[config.mk]
export PLATFORM = sky130hd
export DESIGN_NAME = bfsmc_cfg
export DESIGN_NICKNAME = d
export VERILOG_FILES = /design/src/rtl/bfsmc_pkg.sv /design/src/rtl/bfsmc_cfg.sv
export SDC_FILE = /design/constraint.sdc
export NUM_CORES = 1
export LEC_CHECK = 0
export BUFFER_PORTS_ARGS = -buffer_cell sky130_fd_sc_hd__buf_2
export CAP_MARGIN = 0
export CORE_MARGIN = 2
export CORE_UTILIZATION = 30
export CTS_BUF_LIST = sky130_fd_sc_hd__clkbuf_8
export DETAILED_ROUTE_END_ITERATION = 10
export GPL_TIMING_DRIVEN = 1
export PLACE_DENSITY = 0.75
export SYNTH_ARGS = -nofsm -noshare
export SYNTH_HDL_FRONTEND = slang
export SYNTH_SLANG_ARGS = --single-unit
export TNS_END_PERCENT = 20
[constraint.sdc]
create_clock -name clk -period 0.9 [get_ports clk]
set_input_delay 0 -clock clk [delete_from_list [all_inputs] [get_ports clk]]
set_output_delay 0 -clock clk [all_outputs]
set_load 0.05 [all_outputs]
[src/rtl/bfsmc_pkg.sv]
// bfsmc_pkg: shared types and constants of the breadth-first search block
// item and result payload structs, configuration register view, vertex color codes
// no dependencies
`timescale 1ns / 1ps

package bfsmc_pkg;

    localparam int VERTEX_W   = 6;
    localparam int COUNT_W    = 7;
    localparam int HITS_W     = 13;
    localparam int ROW_W      = 64;
    localparam int PADDR_W    = 3;
    localparam int PDATA_W    = 32;

    localparam logic [HITS_W-1:0] HITS_MAX = '1;

    // vertex colors
    localparam logic [1:0] COLOR_WHITE = 2'd0;
    localparam logic [1:0] COLOR_GRAY  = 2'd1;
    localparam logic [1:0] COLOR_BLACK = 2'd2;

    // item actions
    localparam logic ACTION_LOAD  = 1'b0;
    localparam logic ACTION_START = 1'b1;

    // register index, taken from paddr[2]
    localparam logic REG_VERTEX_COUNT  = 1'b0;
    localparam logic REG_SOURCE_VERTEX = 1'b1;

    localparam logic [COUNT_W-1:0]  VERTEX_COUNT_RST  = 7'd64;
    localparam logic [VERTEX_W-1:0] SOURCE_VERTEX_RST = 6'd0;

    typedef struct packed {
        logic                action;
        logic [VERTEX_W-1:0] row_index;
        logic [ROW_W-1:0]    row_bits;
    } item_t;

    typedef struct packed {
        logic [VERTEX_W-1:0] visited_vertex;
        logic [HITS_W-1:0]   cycle_hits;
        logic                last;
    } result_t;

    typedef struct packed {
        logic [COUNT_W-1:0]  vertex_count;
        logic [VERTEX_W-1:0] source_vertex;
    } cfg_t;

endpackage

[src/rtl/bfsmc_cfg.sv]
// bfsmc_cfg: apb register file holding vertex_count and source_vertex
// depends on bfsmc_pkg
`timescale 1ns / 1ps

module bfsmc_cfg
    import bfsmc_pkg::*;
(
    input  logic               clk,
    input  logic               rst_n,
    input  logic               psel,
    input  logic               penable,
    input  logic               pwrite,
    input  logic [PADDR_W-1:0] paddr,
    input  logic [PDATA_W-1:0] pwdata,
    output logic [PDATA_W-1:0] prdata,
    output logic               pready,
    output cfg_t               cfg
);

    logic [COUNT_W-1:0]  vertex_count_reg;
    logic [COUNT_W-1:0]  vertex_count_next;
    logic [VERTEX_W-1:0] source_vertex_reg;
    logic [VERTEX_W-1:0] source_vertex_next;
    logic                wr_en;

    assign pready = 1'b1;
    assign wr_en  = psel && penable && pwrite;

    always_comb
    begin
        vertex_count_next  = vertex_count_reg;
        source_vertex_next = source_vertex_reg;
        if (wr_en)
        begin
            case (paddr[2])
                REG_VERTEX_COUNT:  vertex_count_next  = pwdata[COUNT_W-1:0];
                REG_SOURCE_VERTEX: source_vertex_next = pwdata[VERTEX_W-1:0];
                default: ;
            endcase
        end
    end

    always_ff @(posedge clk or negedge rst_n)
    begin
        if (!rst_n)
        begin
            vertex_count_reg  <= VERTEX_COUNT_RST;
            source_vertex_reg <= SOURCE_VERTEX_RST;
        end
        else
        begin
            vertex_count_reg  <= vertex_count_next;
            source_vertex_reg <= source_vertex_next;
        end
    end

    always_comb
    begin
        case (paddr[2])
            REG_VERTEX_COUNT:  prdata = PDATA_W'(vertex_count_reg);
            REG_SOURCE_VERTEX: prdata = PDATA_W'(source_vertex_reg);
            default:           prdata = '0;
        endcase
    end

    assign cfg.vertex_count  = vertex_count_reg;
    assign cfg.source_vertex = source_vertex_reg;

endmodule

# Word-level counts from Yosys, hierarchy flattened
# Index checks and enable logic that the tools add are counted.
totals:
  romBits: 0
  n_memories: 0
  in_bits: 40
  ram_bits: 0
  regBits: 13
  latchBits: 0
  wordCells: 8
  output_inout_bits: 46
op_classes:
  n_addsub: 0
  multipliers: 0
  div: 0
  shifts: 0
  n_lt_le_gt_ge: 0
  reduce_logical: 4
  mux: 1
  eq_ne: 0
  bitwise: 1
ops:
  columns: ["cell", "n"]
  rows:
  - ["32-bit one-hot mux with 2 select lines", 1]
  - ["2-bit AND reduction", 2]
  - ["1-bit logical AND", 2]
  - ["1-bit NOT", 1]

# Longest topological paths before layout
depth:
  ltp_word: 3
  ltp_mapped: 3
  depth_no_buf: 2

# Worst setup path after synthesis
# Ideal clock, no wire load.
synth_path:
  path_type: "reg-to-output"
  from: "register vertex_count_reg[6]"
  to: "output prdata[6]"
  path_buffers: 0
  path_stages_with_launch: 2
  arrival_ps: 1442
  slack_ps: -542
  t_required_ps: 900
  path_cell_list: "dfstp_2 nor2b_1"
synth_via:
  elab_chain_cells: 1
synth_rtl:
  columns: ["item", "line", "rtl"]
  rows:
  - ["start: declaration", "bfsmc_cfg.sv:20", "logic [COUNT_W-1:0] vertex_count_reg;"]
  - ["start signal: assignment", "bfsmc_cfg.sv:52", "vertex_count_reg <= vertex_count_next;"]
  - ["32-bit one-hot mux with 2 select lines", "bfsmc_cfg.sv:59", "case (paddr[2])"]
  - ["end: declaration", "bfsmc_cfg.sv:15", "output logic [PDATA_W-1:0] prdata,"]
# No other way between the ends. The select of a mux whose other input is x is not followed.

# Worst setup path after layout
layout_path:
  from: "register vertex_count_reg[1]"
  to: "output prdata[1]"
# The elaborated chain is that of the path after synthesis.

==> results.json <==
{
  "r2r_end": "vertex_count_reg[1]$_DFFE_PN0P_",
  "avgViaCountPerCell": 4.04,
  "ant_nets": 0,
  "postPlaceCellArea_um2": 920,
  "nets": 141,
  "rsz0062_at_grt": "true",
  "cts_tree": "yes",
  "critPathMaxFanout": 3,
  "critPathSlowestCell": "dfrtp_2",
  "grt-ovfl-total": 0,
  "min_period_ns": 1.08,
  "async_flop_share_pct": 100,
  "die-area_um2": 3090,
  "power_density_nw_per_um2": 2860,
  "power.leakage_nw": 0.548,
  "synth_top_area_cell": "dfrtp_1",
  "grt_use_met3_pct": 2.34,
  "worst_setup_path_start_kind": "flip-flop",
  "grt_pass1_vias": 511,
  "final-max-slew-violation-count": 0,
  "avgSynthCellArea_um2": 12.5,
  "failed_checks": "setup timing",
  "drtPass1Iterations": 1,
  "ys_warn_count": 0,
  "period_share_pct": 120,
  "clock_latency_ns": 0.24,
  "final_core_util_pct": 41.7,
  "drt-initial-drc-count": 0,
  "wl_per_cell_um": 12.3,
  "largest_reg_flops": 7,
  "hold_end": "vertex_count_reg[6]$_DFFE_PN1P_",
  "hold_depth": 2,
  "dp_hpwl_um": 1170,
  "r2r_slack_ns": 0.11,
  "met1_usage_pct": 9.62,
  "finalInstanceArea_um2": 1040,
  "area_growth_pct": 30.9,
  "fp.dieW_um": 55.5,
  "synth_common_cells": "buf_4 (26), mux2_2 (19), dfrtp_1 (12)",
  "drc": 0,
  "critical_path.max_stage_delay_ns": 0.41,
  "grt_antenna_before_repair": 0,
  "crit_chain": "mux2_4, buf_6",
  "initial_utilization_pct": 31.9,
  "grt_use_total_pct": 9.78,
  "reg2reg_depth": 1,
  "timing_hold_violations_final": 0,
  "ys_ff_latch": 13,
  "clk_path_buf_depth": 2,
  "antenna_cells": 0,
  "crit_type": "reg -> out",
  "core_um2": 2500,
  "drive_above_1_share_pct": 66.0,
  "hold_ws_ns": 0.00410,
  "setup_ws_ns": -0.180,
  "cts_buffers": 3,
  "fmax_mhz": 926,
  "status": "finished with violations",
  "row_count": 18,
  "min_path_type": "in -> reg",
  "totalWireLength_um": 1590,
  "timing.rr.start": "vertex_count_reg[1]$_DFFE_PN0P_",
  "path_clk_slew_ns": 0.06,
  "ir_drop_v": 0.00151,
  "die_h_um": 55.5,
  "use_met2_pct": 19.0,
  "netlist_instances": 64,
  "hold_start": "pwdata[6]",
  "portBuffers": 32,
  "max_cap_violations": 0,
  "end_kind": "output port",
  "synthMostInstantiatedCell": "buf_4",
  "grt_pass1_wl_um": 2370,
  "setup_viol": 8,
  "ios": 86,
  "yosysUniqueCellTypes": 9,
  "gp_congestion": 0.637,
  "synth.area.top_cells": "dfrtp_1 (38%), mux2_2 (27%), buf_4 (24%)",
  "num_vias": 525,
  "synth_edf_count": 0,
  "netlist_area_um2": 797,
  "cts-root-buf": "clkbuf_8",
  "clock-skew-final_ns": 0,
  "synth_ff_type": "dfrtp_1",
  "synth_top_area_share_pct": 37.7,
  "htreeDepth": 1,
  "crit_arrival_ns": 1.08,
  "cts.sinks": 13,
  "cp.required_ns": 0.90,
  "grt_start_max_net_pins": 14,
  "ys_seq_area_share_pct": 41.0,
  "top_usage_layer": "met2"
}
-- cell type report --
cell class | count | area, um^2
clock buffers | 3 | 41.3
clock inverters | 1 | 3.75
fillers | 236 | 1460
multi-input cells | 48 | 377
flip-flops and latches | 13 | 334
well taps | 30 | 37.5
repair buffers | 35 | 250
-- what timing repair did --
| action | 4_1_cts | 5_1_grt |
|---|---|---|
| endpoints found under the setup margin | 8 | 14 |
| hold endpoints to repair | 13 | 0 |
| setup buffers | 0 | 0 |
| hold buffers | 1 | 0 |
| resized for setup | 14 | 9 |
-- layout by cell type (no fill, tap or decap) --
| master | n |
|---|---|
| nand4b_4 | 1 |
| conb_1 | 26 |
| nand4_2 | 1 |
| mux2_4 | 4 |
| buf_8 | 1 |
| dfrtp_2 | 6 |
| clkbuf_8 | 3 |
| mux2_2 | 15 |
| dfstp_2 | 1 |
| inv_1 | 1 |
| buf_2 | 18 |
| dfrtp_1 | 6 |
| buf_6 | 6 |
| clkbuf_4 | 7 |
| buf_4 | 2 |
| nor2b_4 | 1 |
| dlygate4sd3_1 | 1 |
-- worst max-delay path, delay by kind of cell (launching register included) --
kind | cells | cell delay [ns]
flip-flops | 1 | 0.41
multiplexers | 1 | 0.27
buffers and inverters | 1 | 0.15
-- routing by layer --
layer	vias to the layer above	wire length (um)
met5	-	0
met4	0	0
met3	0	149
met2	40	917
met1	254	526
li1	231	-
-- worst max-delay path by stage --
stage / slack, ns / to / from
2_1_floorplan: -0.16 / prdata[6] / vertex_count_reg[6]$_DFFE_PN1P_
3_3_place_gp: 0.002 / prdata[6] / vertex_count_reg[6]$_DFFE_PN1P_
3_5_place_dp: -0.007 / prdata[6] / vertex_count_reg[6]$_DFFE_PN1P_
4_1_cts: -0.18 / prdata[6] / vertex_count_reg[6]$_DFFE_PN1P_
5_1_grt: -0.21 / prdata[6] / vertex_count_reg[6]$_DFFE_PN1P_
6_report: -0.18 / prdata[1] / vertex_count_reg[1]$_DFFE_PN0P_
-- report_power, final --
| part | internal, mW | switching [mW] | leakage (nW) |
|---|---|---|---|
| clock | 0.301 | 0.205 | 0.0269 |
| combinational | 0.483 | 1.16 | 0.373 |
| sequential | 0.733 | 0.0976 | 0.148 |
-- cells by family (layout without fill, tap and decap cells) --
kind of cell	count (synthesis)	after routing	synth area share [%]
muxes	19	19	26.8
buffers and inverters	27	39	25.9
and+or+nand+nor	3	3	5.34
other	2	26	0.942
DFF	13	13	41.0
-- stage by stage --
step / setup TNS (ns) / worst slack [ns] / std cells / power (mW)
floorplan: -1.25 / -0.157 / 88 / 2.12
global placement: 0 / 0.00174 / 125 / 2.29
detailed placement: -0.00677 / -0.00677 / 125 / 2.31
CTS: -1.34 / -0.182 / 130 / 2.93
global route: -1.59 / -0.212 / 130 / 3.09
finish: -1.36 / -0.180 / 130 / 2.98
(Power assumes the default switching activity.)
